$ cat src/hrfw_pkg.sv
// shared types and constants of the hex record flash writer
`default_nettype none
package hrfw_pkg;

    localparam int MAX_RECORD_BYTES = 260;
    localparam int BUF_AW           = $clog2(MAX_RECORD_BYTES);
    localparam int CNT_W            = 9;
    localparam logic [CNT_W-1:0] RECV_LIMIT = 9'd511;

    // fixed protected word ranges
    localparam logic [31:0] VEC_LIMIT   = 32'h0000_0004;
    localparam logic [31:0] CFG_LO_WORD = 32'h00F8_0000;
    localparam logic [31:0] CFG_HI_WORD = 32'h00F8_0016;

    // record types
    localparam logic [7:0] REC_DATA = 8'h00;
    localparam logic [7:0] REC_EOF  = 8'h01;
    localparam logic [7:0] REC_ELA  = 8'h04;

    // status codes
    localparam logic [1:0] ST_OK     = 2'd0;
    localparam logic [1:0] ST_CSUM   = 2'd1;
    localparam logic [1:0] ST_FORMAT = 2'd2;

    // result kinds
    localparam logic KIND_WRITE  = 1'b0;
    localparam logic KIND_STATUS = 1'b1;

    // configuration register indexes
    localparam logic CFG_BOOT_START = 1'b0;
    localparam logic CFG_FLASH_END  = 1'b1;

    typedef struct packed {
        logic [7:0] record_byte;
        logic       last_byte;
    } t_in_item;

    typedef struct packed {
        logic        kind;
        logic [30:0] word_address;
        logic [31:0] write_data;
        logic [1:0]  status;
        logic        end_of_record;
    } t_out_item;

    // sequencer commands to the address unit
    typedef struct packed {
        logic        load;
        logic        step;
        logic [30:0] start;
    } t_au_ctrl;

endpackage
`default_nettype wire

$ cat src/hrfw_rec_buf.sv
// record byte buffer with registered read
`default_nettype none
module hrfw_rec_buf (
    input  wire logic                       i_clk,
    input  wire logic                       i_we,
    input  wire logic [hrfw_pkg::BUF_AW-1:0] i_waddr,
    input  wire logic [7:0]                 i_wdata,
    input  wire logic [hrfw_pkg::BUF_AW-1:0] i_raddr,
    output logic      [7:0]                 o_rdata
);
    import hrfw_pkg::*;

    logic [7:0] r_mem [0:MAX_RECORD_BYTES-1];

    always_ff @(posedge i_clk) begin
        if (i_we) begin
            r_mem[i_waddr] <= i_wdata;
        end
    end

    always_ff @(posedge i_clk) begin
        o_rdata <= r_mem[i_raddr];
    end

endmodule
`default_nettype wire

$ cat src/hrfw_addr_unit.sv
// running word address with protected range compare
`default_nettype none
module hrfw_addr_unit (
    input  wire logic               i_clk,
    input  wire hrfw_pkg::t_au_ctrl i_ctrl,
    input  wire logic [23:0]        i_boot_start,
    input  wire logic [23:0]        i_flash_end,
    output logic      [30:0]        o_addr,
    output logic                    o_prot
);
    import hrfw_pkg::*;

    logic [31:0] r_addr;
    logic        in_boot;
    logic        in_vec;
    logic        in_cfg;

    always_ff @(posedge i_clk) begin
        if (i_ctrl.load) begin
            r_addr <= {1'b0, i_ctrl.start};
        end else if (i_ctrl.step) begin
            r_addr <= r_addr + 32'd2;
        end
    end

    // full 32-bit compares, output masked to 31 bits
    assign in_vec  = r_addr < VEC_LIMIT;
    assign in_boot = (r_addr >= {8'd0, i_boot_start}) && (r_addr <= {8'd0, i_flash_end});
    assign in_cfg  = (r_addr >= CFG_LO_WORD) && (r_addr <= CFG_HI_WORD);
    assign o_prot  = in_vec || in_boot || in_cfg;
    assign o_addr  = r_addr[30:0];

endmodule
`default_nettype wire

$ cat src/hex_record_flash_writer_unit.sv
// top level of the hex record flash writer: collector, sequencer, output register
//
// input channel: one binary hex record byte per transaction, count byte first,
// last_byte set on the checksum byte. bytes are taken one per cycle while the
// block collects; o_in_stall is low only then.
// after the last byte the sequencer walks the record buffer through its single
// registered read port: header checks (RD0 to RD3, TYPE), then for each dword of
// a data record the byte reads (DATA), a wait (DWAIT) and the issue (EMIT), or
// the upper address load of a type 4 record (UP0 to UP2), then the status (STAT).
// output channel: zero or more dword write transactions (kind 0) followed by
// exactly one status transaction (kind 1, end_of_record set). dwords that fall
// in the reset vector, boot range or configuration range give no transaction.
// the result sits in an output register; when the receiver stalls it holds
// and the sequencer waits, collection of the next record resumes after the
// status transaction is loaded.
// reset clears the byte count, sum, upper address, configuration registers
// and the output valid; buffer contents are left as they are.
// configuration writes are taken at any cycle through i_cfg_we.
`default_nettype none
module hex_record_flash_writer_unit (
    input  wire logic                i_clk,
    input  wire logic                i_rst_n,
    input  wire logic                i_in_valid,
    output logic                     o_in_stall,
    input  wire hrfw_pkg::t_in_item  i_in,
    output logic                     o_out_valid,
    input  wire logic                i_out_stall,
    output hrfw_pkg::t_out_item      o_out,
    input  wire logic                i_cfg_we,
    input  wire logic                i_cfg_idx,
    input  wire logic [23:0]         i_cfg_wdata
);
    import hrfw_pkg::*;

    localparam logic [3:0] S_COLLECT = 4'd0;
    localparam logic [3:0] S_RD0     = 4'd1;
    localparam logic [3:0] S_RD1     = 4'd2;
    localparam logic [3:0] S_RD2     = 4'd3;
    localparam logic [3:0] S_RD3     = 4'd4;
    localparam logic [3:0] S_TYPE    = 4'd5;
    localparam logic [3:0] S_UP0     = 4'd6;
    localparam logic [3:0] S_UP1     = 4'd7;
    localparam logic [3:0] S_UP2     = 4'd8;
    localparam logic [3:0] S_DATA    = 4'd9;
    localparam logic [3:0] S_DWAIT   = 4'd10;
    localparam logic [3:0] S_EMIT    = 4'd11;
    localparam logic [3:0] S_STAT    = 4'd12;

    logic [3:0]        r_state, n_state;
    logic [CNT_W-1:0]  r_count;
    logic [7:0]        r_sum;
    logic [CNT_W-1:0]  r_total;
    logic [7:0]        r_fsum;
    logic [15:0]       r_upper;
    logic [23:0]       r_boot_start;
    logic [23:0]       r_flash_end;
    logic [7:0]        r_cnt;
    logic [7:0]        r_hi;
    logic [7:0]        r_lo;
    logic [1:0]        r_status;
    logic [BUF_AW-1:0] r_rd_ptr;
    logic [1:0]        r_phase;
    logic [5:0]        r_dw_left;
    logic              r_rd_vld;
    logic [31:0]       r_word;
    logic              r_out_valid;
    t_out_item         r_out;

    logic              in_acc;
    logic [CNT_W-1:0]  count_inc;
    logic              buf_we;
    logic [BUF_AW-1:0] rd_addr;
    logic [7:0]        rdata;
    logic [CNT_W-1:0]  need;
    logic              out_free;
    t_au_ctrl          au_ctrl;
    logic [30:0]       au_addr;
    logic              au_prot;
    logic [31:0]       full_addr;

    assign o_in_stall  = (r_state != S_COLLECT);
    assign in_acc      = i_in_valid && !o_in_stall;
    assign count_inc   = (r_count < RECV_LIMIT) ? r_count + 9'd1 : r_count;
    assign buf_we      = in_acc && (r_count < CNT_W'(MAX_RECORD_BYTES));
    assign need        = {1'b0, r_cnt} + 9'd5;
    assign out_free    = !r_out_valid || !i_out_stall;
    assign o_out_valid = r_out_valid;
    assign o_out       = r_out;
    assign full_addr   = {r_upper, r_hi, r_lo};

    // header and data read address
    always_comb begin
        unique case (r_state)
            S_RD0:   rd_addr = BUF_AW'(0);
            S_RD1:   rd_addr = BUF_AW'(1);
            S_RD2:   rd_addr = BUF_AW'(2);
            S_RD3:   rd_addr = BUF_AW'(3);
            S_UP0:   rd_addr = BUF_AW'(4);
            S_UP1:   rd_addr = BUF_AW'(5);
            default: rd_addr = r_rd_ptr;
        endcase
    end

    hrfw_rec_buf u_buf (
        .i_clk   (i_clk),
        .i_we    (buf_we),
        .i_waddr (r_count[BUF_AW-1:0]),
        .i_wdata (i_in.record_byte),
        .i_raddr (rd_addr),
        .o_rdata (rdata)
    );

    hrfw_addr_unit u_addr (
        .i_clk        (i_clk),
        .i_ctrl       (au_ctrl),
        .i_boot_start (r_boot_start),
        .i_flash_end  (r_flash_end),
        .o_addr       (au_addr),
        .o_prot       (au_prot)
    );

    // next state
    always_comb begin
        n_state = r_state;
        unique case (r_state)
            S_COLLECT: begin
                if (in_acc && i_in.last_byte) n_state = S_RD0;
            end
            S_RD0: begin
                n_state = (r_fsum != 8'd0) ? S_STAT : S_RD1;
            end
            S_RD1: n_state = S_RD2;
            S_RD2: begin
                // short record or record too long for the buffer
                if (r_total < need || need > CNT_W'(MAX_RECORD_BYTES)) n_state = S_STAT;
                else n_state = S_RD3;
            end
            S_RD3: n_state = S_TYPE;
            S_TYPE: begin
                if (rdata == REC_DATA && r_cnt >= 8'd2 && r_cnt[1:0] == 2'd0) begin
                    n_state = S_DATA;
                end else if (rdata == REC_ELA && r_cnt >= 8'd2) begin
                    n_state = S_UP0;
                end else begin
                    n_state = S_STAT;
                end
            end
            S_UP0: n_state = S_UP1;
            S_UP1: n_state = S_UP2;
            S_UP2: n_state = S_STAT;
            S_DATA: begin
                if (r_phase == 2'd3) n_state = S_DWAIT;
            end
            S_DWAIT: n_state = S_EMIT;
            S_EMIT: begin
                if (au_prot || out_free) begin
                    n_state = (r_dw_left == 6'd1) ? S_STAT : S_DATA;
                end
            end
            S_STAT: begin
                if (out_free) n_state = S_COLLECT;
            end
            default: n_state = S_COLLECT;
        endcase
    end

    // address unit commands
    always_comb begin
        au_ctrl.load  = (r_state == S_TYPE);
        au_ctrl.start = full_addr[31:1];
        au_ctrl.step  = (r_state == S_EMIT) && (au_prot || out_free);
    end

    // control state
    always_ff @(posedge i_clk) begin
        if (!i_rst_n) begin
            r_state      <= S_COLLECT;
            r_count      <= '0;
            r_sum        <= '0;
            r_upper      <= '0;
            r_boot_start <= '0;
            r_flash_end  <= '0;
            r_out_valid  <= 1'b0;
            r_rd_vld     <= 1'b0;
        end else begin
            r_state  <= n_state;
            r_rd_vld <= (r_state == S_DATA);
            if (in_acc) begin
                if (i_in.last_byte) begin
                    r_count <= '0;
                    r_sum   <= '0;
                end else begin
                    r_count <= count_inc;
                    r_sum   <= r_sum + i_in.record_byte;
                end
            end
            if (r_state == S_UP2) begin
                r_upper <= {r_hi, rdata};
            end
            if (i_cfg_we) begin
                unique case (i_cfg_idx)
                    CFG_BOOT_START: r_boot_start <= i_cfg_wdata;
                    CFG_FLASH_END:  r_flash_end  <= i_cfg_wdata;
                    default: ;
                endcase
            end
            if ((r_state == S_EMIT && !au_prot && out_free) ||
                (r_state == S_STAT && out_free)) begin
                r_out_valid <= 1'b1;
            end else if (!i_out_stall) begin
                r_out_valid <= 1'b0;
            end
        end
    end

    // record datapath
    always_ff @(posedge i_clk) begin
        if (in_acc && i_in.last_byte) begin
            r_total  <= count_inc;
            r_fsum   <= r_sum + i_in.record_byte;
            r_status <= ST_OK;
        end
        case (r_state)
            S_RD0: begin
                if (r_fsum != 8'd0) r_status <= ST_CSUM;
            end
            S_RD1: r_cnt <= rdata;
            S_RD2: begin
                r_hi <= rdata;
                if (r_total < need || need > CNT_W'(MAX_RECORD_BYTES)) r_status <= ST_FORMAT;
            end
            S_RD3: r_lo <= rdata;
            S_TYPE: begin
                r_rd_ptr  <= BUF_AW'(4);
                r_phase   <= 2'd0;
                r_dw_left <= r_cnt[7:2];
                if (rdata == REC_DATA) begin
                    if (r_cnt >= 8'd2 && r_cnt[1:0] != 2'd0) r_status <= ST_FORMAT;
                end else if (rdata == REC_ELA) begin
                    if (r_cnt < 8'd2) r_status <= ST_FORMAT;
                end else if (rdata != REC_EOF) begin
                    r_status <= ST_FORMAT;
                end
            end
            S_UP1: r_hi <= rdata;
            S_DATA: begin
                r_rd_ptr <= r_rd_ptr + BUF_AW'(1);
                r_phase  <= r_phase + 2'd1;
            end
            S_EMIT: begin
                if (au_prot || out_free) r_dw_left <= r_dw_left - 6'd1;
            end
            default: ;
        endcase
        // first byte read ends up least significant
        if (r_rd_vld) begin
            r_word <= {rdata, r_word[31:8]};
        end
        if (r_state == S_EMIT && !au_prot && out_free) begin
            r_out.kind          <= KIND_WRITE;
            r_out.word_address  <= au_addr;
            r_out.write_data    <= r_word;
            r_out.status        <= ST_OK;
            r_out.end_of_record <= 1'b0;
        end else if (r_state == S_STAT && out_free) begin
            r_out.kind          <= KIND_STATUS;
            r_out.word_address  <= '0;
            r_out.write_data    <= '0;
            r_out.status        <= r_status;
            r_out.end_of_record <= 1'b1;
        end
    end

`ifndef SYNTHESIS
    // byte count and sum restart as soon as a record ends
    a_restart: assert property (@(posedge i_clk) disable iff (!i_rst_n)
        (in_acc && i_in.last_byte) |=> (r_count == '0 && r_sum == 8'd0 && r_state == S_RD0))
        else $error("record end did not restart collection");

    // no bytes counted while the record is being processed
    a_idle_count: assert property (@(posedge i_clk) disable iff (!i_rst_n)
        (r_state != S_COLLECT) |-> (r_count == '0))
        else $error("byte count moved during processing");

    // a dword is in flight only while some remain
    a_dw_left: assert property (@(posedge i_clk) disable iff (!i_rst_n)
        (r_state == S_DATA || r_state == S_DWAIT || r_state == S_EMIT) |-> (r_dw_left != 6'd0))
        else $error("dword loop ran past the record");
`endif

endmodule
`default_nettype wire
$ cat config.mk
export PLATFORM = sky130hd
export DESIGN_NAME = hex_record_flash_writer_unit
export DESIGN_NICKNAME = d
export VERILOG_FILES = /design/src/hrfw_pkg.sv /design/src/hrfw_rec_buf.sv /design/src/hrfw_addr_unit.sv /design/src/hex_record_flash_writer_unit.sv
export SDC_FILE = /design/constraint.sdc
export NUM_CORES = 2
export LEC_CHECK = 0
export BUFFER_PORTS_ARGS = -buffer_cell sky130_fd_sc_hd__buf_2
export CORE_MARGIN = 1.5
export CORE_UTILIZATION = 60
export CTS_BUF_LIST = sky130_fd_sc_hd__clkbuf_4 sky130_fd_sc_hd__clkbuf_8 sky130_fd_sc_hd__clkbuf_16
export DETAILED_ROUTE_END_ITERATION = 12
export GPL_ROUTABILITY_DRIVEN = 0
export PLACE_DENSITY = 0.79
export SLEW_MARGIN = 20
export SYNTH_ARGS = -nofsm -noshare
export SYNTH_HDL_FRONTEND = slang
export SYNTH_SLANG_ARGS = --single-unit
$ cat constraint.sdc
create_clock -name i_clk -period 5.1 [get_ports i_clk]
set_input_delay 0.51 -clock i_clk [delete_from_list [all_inputs] [get_ports i_clk]]
set_output_delay 0.51 -clock i_clk [all_outputs]
set_load 0.05 [all_outputs]
Word level (Yosys, flattened, before mapping)
Memory sizes are Yosys's and may differ from the RTL's. A register that Yosys moved wholly into a read port is not among the register bits. Cells that the tools add are included.

Memory bits (writable): 2080. Word-level logic and storage cells: 138. Bits of input ports: 39. Register bits after elaboration: 277. Memories kept: 1. Output and inout bits: 69.

Memory list: u_buf.r_mem (words 260, bits a word 8, read ports 1, clocked after memory_dff 1, write ports 1, line hrfw_rec_buf.sv:13) `logic [7:0] r_mem [0:MAX_RECORD_BYTES-1];`.

Bitwise operators: 1. $lt $le $gt $ge: 11. Muxes and demuxes: 35. $add $sub $neg: 7. Reduce and logical (&&, ||, !) cells: 38. Equal/unequal tests: 21.

Operator list (count): 2-to-1 mux 66 bit (2); 2-to-1 mux 31 bit (2); case mux 9 bit (6 select lines) (1); case mux 4 bit (13 select lines) (1); adder 32 x 2 -> 32 bit (second input constant) (1); greater-or-equal comparator 32 x 24 -> 1 bit (1); greater-or-equal comparator 32 x 24 -> 1 bit (second input constant) (1); <= comparator 32 x 24 -> 1 bit (1); <= comparator 32 x 24 -> 1 bit (second input constant) (1); < comparator 32 x 3 -> 1 bit (second input constant) (1); 2-to-1 mux 4 bit (8); == test 4 bit (second input constant) (5); adder 9 x 1 -> 9 bit (second input constant) (2); < comparator 9 bit (second input constant) (2); 2-to-1 mux 9 bit (2); case mux 9 bit (2 select lines) (1); == test 4 x 3 -> 1 bit (second input constant) (4); 2-to-1 mux 2 bit (8); logical AND 1 bit (13); case mux 6 bit (2 select lines) (1); nonzero test 2 bit (5); adder 8 x 3 -> 9 bit (second input constant) (1); > comparator 9 bit (second input constant) (1); < comparator 9 bit (1); 30 further kinds (47).

Depth between registers and ports, before layout
Depth in word-level cells: 9. Mapped depth: 14. Mapped depth without buffers: 13.

Cells and area by module
From an unflattened synthesis, not the netlist that was laid out.

Cells, all modules: 5354. Area total of the unflattened synthesis: 95515.4 µm².

By module, submodules not included: hrfw_rec_buf (times used 1, seq. area each 62620.1 µm², area each 81926.1 µm², cells an instance 4068); hex_record_flash_writer_unit (times used 1, seq. area each 6406.1 µm², area each 10228.6 µm², cells an instance 892); hrfw_addr_unit (times used 1, seq. area each 950.9 µm², area each 3360.7 µm², cells an instance 394).

Worst setup path before layout
Ideal clock, no wire load.

Path kind: register to register. Start: register u_addr.r_addr[1]. End: register u_addr.r_addr[10] (enable). Period minus slack after synthesis: 4.429 ns. Setup slack: 0.671 ns. Cell stages (with the launch flop): 10. Buffers on the path: 0. Data required time: 4.641 ns. Setup time: 0.459 ns. Arrival time: 3.970 ns. Cells stage by stage: edfxtp_1 > ha_1 > nor2b_1 > o21a_1 > o21ai_0 > a21oi_1 > o31a_1 > o21ai_0 > a211oi_1 > o21ai_0.

Word-level cells in the longest chain between the ends: 7. Elaborated cells on any way between the ends: 12. Classes of those cells: order compare (5); reduce/logical (7).

RTL lines: start, declared (line hrfw_addr_unit.sv:13) `logic [31:0] r_addr;`; start signal, assigned (line hrfw_addr_unit.sv:20) `r_addr <= {1'b0, i_ctrl.start};`; start signal, assigned (line hrfw_addr_unit.sv:22) `r_addr <= r_addr + 32'd2;`; greater-or-equal comparator 32 x 24 -> 1 bit / <= comparator 32 x 24 -> 1 bit (equally long branches) (line hrfw_addr_unit.sv:28) `assign in_boot = (r_addr >= {8'd0, i_boot_start}) && (r_addr <= {8'd0, i_flash_end});`; logical AND 1 bit (line hrfw_addr_unit.sv:28); logical OR 1 bit (line hrfw_addr_unit.sv:30) `assign o_prot = in_vec || in_boot || in_cfg;`; logical OR 1 bit (*) (line hrfw_addr_unit.sv:30); logical OR 1 bit (*) (line hex_record_flash_writer_unit.sv:171) `au_ctrl.step = (r_state == S_EMIT) && (au_prot || out_free);`; logical AND 1 bit (*) (line hex_record_flash_writer_unit.sv:171); nonzero test 2 bit (no source line) (*).

Mark *: on every way between the ends. The rest lies on a longest branch, timed or not. A chain may end at the register's enable or synchronous reset.

Final worst setup path
Start: register r_state[2]. End: register u_buf.o_rdata[4], read port of u_buf.r_mem.

Word-level cells in the longest chain between the ends: 2. Elaborated cells on any way between the ends: 7. Classes of those cells: eq/ne (6); mux (1).

RTL lines: start, declared (line hex_record_flash_writer_unit.sv:49) `logic [3:0] r_state, n_state;`; start signal, assigned (line hex_record_flash_writer_unit.sv:186) `r_state <= n_state;`; == test 4 x 3 -> 1 bit, or another cell as far along (line hex_record_flash_writer_unit.sv:93) `unique case (r_state)`; case mux 9 bit (6 select lines) (*) (line hex_record_flash_writer_unit.sv:93); end, declared (line hrfw_rec_buf.sv:9) `output logic [7:0] o_rdata`.

Marks and branches as above.

==> out/metrics.csv <==
stage,metric,value,unit
timing,"Period Utilization, post-route",0.944,
worst_hold_path,Cells on Worst Hold Path,1,
final_layout,"non-filler cells, final",9963,
final_layout,ratio of cells with drive above 1 in the final layout,0.0900,
power_and_ir_drop,Sw Pwr,19.3,mW
floorplan,# IOs,108,
drt,Detail Route Antenna Nets,0,
cts,setup repair bufs after CTS,0,
yosys,syn avg cell area,12.6,µm²
yosys,Gate Count Post-Synth,7694,
worst_setup_path,CP Class,register to register,
cts,clock-pin slew on the worst setup and hold paths,0.07,ns
yosys,Seq cells post-synth,2364,
floorplan,Vert. Die Dim,405,µm
timing,final setup margin,0.288,ns
floorplan,total core area,161000,µm²
drt,Iteration-0 DRC Markers,11500,
yosys,Post-synth EDFFs,2263,
final_layout,Layout area overhead,10.5,%
timing,Final Setup Violations,0,
power_and_ir_drop,Switching Fraction,0.350,
timing,Worst Skew,0.0648,ns
power_and_ir_drop,P_int,35.9,mW
floorplan,die width,405,µm
timing,Peak Freq,0.208,GHz
power_and_ir_drop,PwrDens,515,nW/µm²
worst_setup_path,FF-to-FF End,u_buf.o_rdata[4]$_DFF_P_,
yosys,syn nets,7811,
yosys,"FFs w/ async S/R, synth",0,
power_and_ir_drop,VDD IR max,674,µV
worst_hold_path,hold path endpoint,u_buf.r_mem[235][4]$_DFFE_PP_,
drt,WL per Instance,26.4,µm
worst_setup_path,CP Capture Type,register,
cts,Post-CTS Resized,0,
global_route,Total GRT Usage,0.316,
cts,Worst-Skew Late Latency,0.86,ns
cts,CTS Buf Count,222,
yosys,post-synth cell types,72,
run_status,run status,"finished, final reports clean",
worst_setup_path,R2R Setup Slk,0.29,ns
floorplan,Initial Util,0.604,
power_and_ir_drop,Reg power frac,0.400,
worst_setup_path,CP required,5.88,ns
global_route,vias in the first global route,63200,
yosys,Synth Area in Compound Gates,0.0564,
power_and_ir_drop,Clk pwr share,0.307,
yosys,Synth Area in XOR/XNOR,0.00533,
worst_setup_path,FF-to-FF Start,r_state[2]$_SDFFE_PN0P_,
drt,Total Wirelength,263,mm
power_and_ir_drop,LEAKAGE,34.7,nW
worst_hold_path,HP Class,input pin to register,
yosys,share of the synthesized area in the top cell type,0.701,
power_and_ir_drop,Comb pwr share,0.292,
cts,H-Tree Depth,4,
drt,Vias/cell,6.68,
placement,"Cell Area, Placed",99400,µm²
drt,via count,66500,
placement,Worst Setup Slack post-DPL,0.526,ns
drt,Pre-antenna DRT Iters,9,
global_route,first-pass GRT wire length,389,mm
timing,minimum clock period,4.81,ns
final_layout,fin util,0.668,
yosys,most frequent cell after synthesis,edfxtp_1,
global_route,initial antenna violation count,6,
drt,Residual DRC,0,
final_layout,Final nets,7727,
final_layout,finished layout cell area,107000,µm²
yosys,"Seq/Total Area, Yosys",0.721,
job,Max Cap Viol,0,
global_route,largest net degree at the start of global routing,245,
worst_setup_path,R2R depth,11,
timing,RSZ-0062 raised after global routing,no,
placement,I/O Buffers,107,
yosys,synth top area cells,"edfxtp_1, nand3_1, nand2_1",
yosys,Post-Synth Adder-Cell Area,0.0101,
placement,placed insts,9521,
timing,Worst Tran Pin Value,1.21,ns
cts,clock sink count,2364,
placement,dpl hpwl,148,mm
worst_hold_path,hold_sp,i_in[5],
timing,Sum Neg Setup Slack,0,ns
timing,worst rel slew slack,0.193,
yosys,synth cell count leaders,"edfxtp_1, nand3_1, nand2_1, o21ai_0, clkbuf_1",
floorplan,die area,164000,µm²
worst_setup_path,arrival time at the worst endpoint,5.59,ns
timing,Final Max Tran Viols,0,
cts,root buf cell,clkbuf_16,
worst_setup_path,CP Max Fanout,129,
cts,CTS tree,done,
yosys,multiplexer area fraction after synthesis,0.0101,
yosys,Synth Flop Type,edfxtp_1,
cts,clk buf depth,3,
yosys,largest family of logic cells by synthesized area,simple AND/OR/NAND/NOR gates,
yosys,"Cell Area, Synth",97000,µm²
global_route,grt ovf,0,
yosys,Yosys top cell by area,edfxtp_1,
yosys,simple logic cell fraction of the synthesized area,0.168,
worst_setup_path,CP startpoint kind,register,
timing,final hold vios,0,
floorplan,row count,147,
yosys,Synth Warn #,0,
-- registers in the layout, summed over array words and instances, names as in the netlist, 9 cells and up --
register	flops
r_flash_end	24
r_count	9
r_boot_start	24
r_total	9
r_rd_ptr	9
r_upper	16
o_out	66
r_word	32
u_buf.r_mem	2080
u_addr.r_addr	32
-- power groups by stage --
| stage | Combinational (mW) | Sequential (mW) | Clock [mW] |
|---|---|---|---|
| 6_report | 16.2 | 22.1 | 17.0 |
| 5_1_grt | 17.1 | 22.1 | 17.7 |
| 4_1_cts | 15.7 | 22.1 | 17.0 |
| 3_5_place_dp | 15.5 | 22.5 | 0 |
| 3_3_place_gp | 15.2 | 22.5 | 0 |
| 2_1_floorplan | 10.3 | 22.5 | 0 |
-- cell usage in the layout (no fill, tap or decap), drive strengths merged, types with 75 or more instances in the layout --
| cell type | count |
|---|---|
| clkinv | 101 |
| edfxtp | 2263 |
| nand2 | 1261 |
| ha | 77 |
| buf | 243 |
| a31oi | 129 |
| nand3 | 1452 |
| inv | 75 |
| nor2 | 306 |
| dfxtp | 101 |
| o21ai | 589 |
| nand4 | 302 |
| clkbuf | 269 |
-- worst max-delay path, cell delays in order, from the launching register on --
cell and delay (ns):
dfxtp_1 0.62, nor2b_1 0.70, o32a_2 0.32, buf_12 0.47, buf_12 0.46, nand3_1 0.17
nand3_1 0.17, nand4_1 0.21, mux2_2 0.33, o22ai_1 0.66, nor4_1 0.22, o2111ai_1 0.23
-- cells by family (layout without fill, tap and decap cells) --
logic type,count (synthesis),count (layout)
buffers and inverters,644,746
and+or+nand+nor,3524,3524
xor gates and xnor gates,59,59
DFF,2364,2364
muxes,80,80
adders and majority gates,78,78
AOI/OAI and AO/OA,945,945
other,0,7
-- stage by stage --
step / hold WS, ns / total power, mW
2_1_floorplan: 0.417 / 32.8
3_3_place_gp: 0.419 / 37.7
3_5_place_dp: 0.425 / 38.0
4_1_cts: 0.0246 / 54.8
5_1_grt: 0.0468 / 56.9
6_report: 0.0715 / 55.2
-- what timing repair did --
action | 4_1_cts | 5_1_grt
endpoints found under the hold margin | 48 | 0
hold buffers | 24 | 0
setup endpoints to repair | 0 | 0
-- worst max-delay path by stage --
stage	start	endpoint	slack, ns	depth (start not counted)
CTS	r_state[2]$_SDFFE_PN0P_	u_buf.o_rdata[4]$_DFF_P_	0.52	11
global route	r_state[2]$_SDFFE_PN0P_	u_buf.o_rdata[5]$_DFF_P_	0.16	11
finish	r_state[2]$_SDFFE_PN0P_	u_buf.o_rdata[4]$_DFF_P_	0.29	11
global placement	r_state[2]$_SDFFE_PN0P_	u_buf.o_rdata[4]$_DFF_P_	0.69	11
detailed placement	r_state[2]$_SDFFE_PN0P_	u_buf.o_rdata[4]$_DFF_P_	0.53	11
floorplan	u_addr.r_addr[1]$_DFFE_PP_	u_addr.r_addr[10]$_DFFE_PP_	0.67	9
-- area by class of cell --
class / instances / area [µm²]
Clock inverter: 141 / 1530
Fill cell: 10800 / 53300
Tap cell: 2160 / 2700
Sequential cell: 2364 / 70000
Antenna cell: 7 / 17.5
Multi-Input combinational cell: 4686 / 24400
Timing Repair Buffer: 267 / 2380
Inverter: 69 / 259
Clock buffer: 269 / 5980
-- metal layers --
layer  global-route usage  vias up  part of all wire
li1                     -    28400                 -
met1                0.430    32400              0.36
met2                0.485     4983              0.46
met3               0.0726      777              0.13
met4                0.152        2             0.049
met5                    0        -          0.000049
Note: power is estimated with default switching activity, not from simulation.
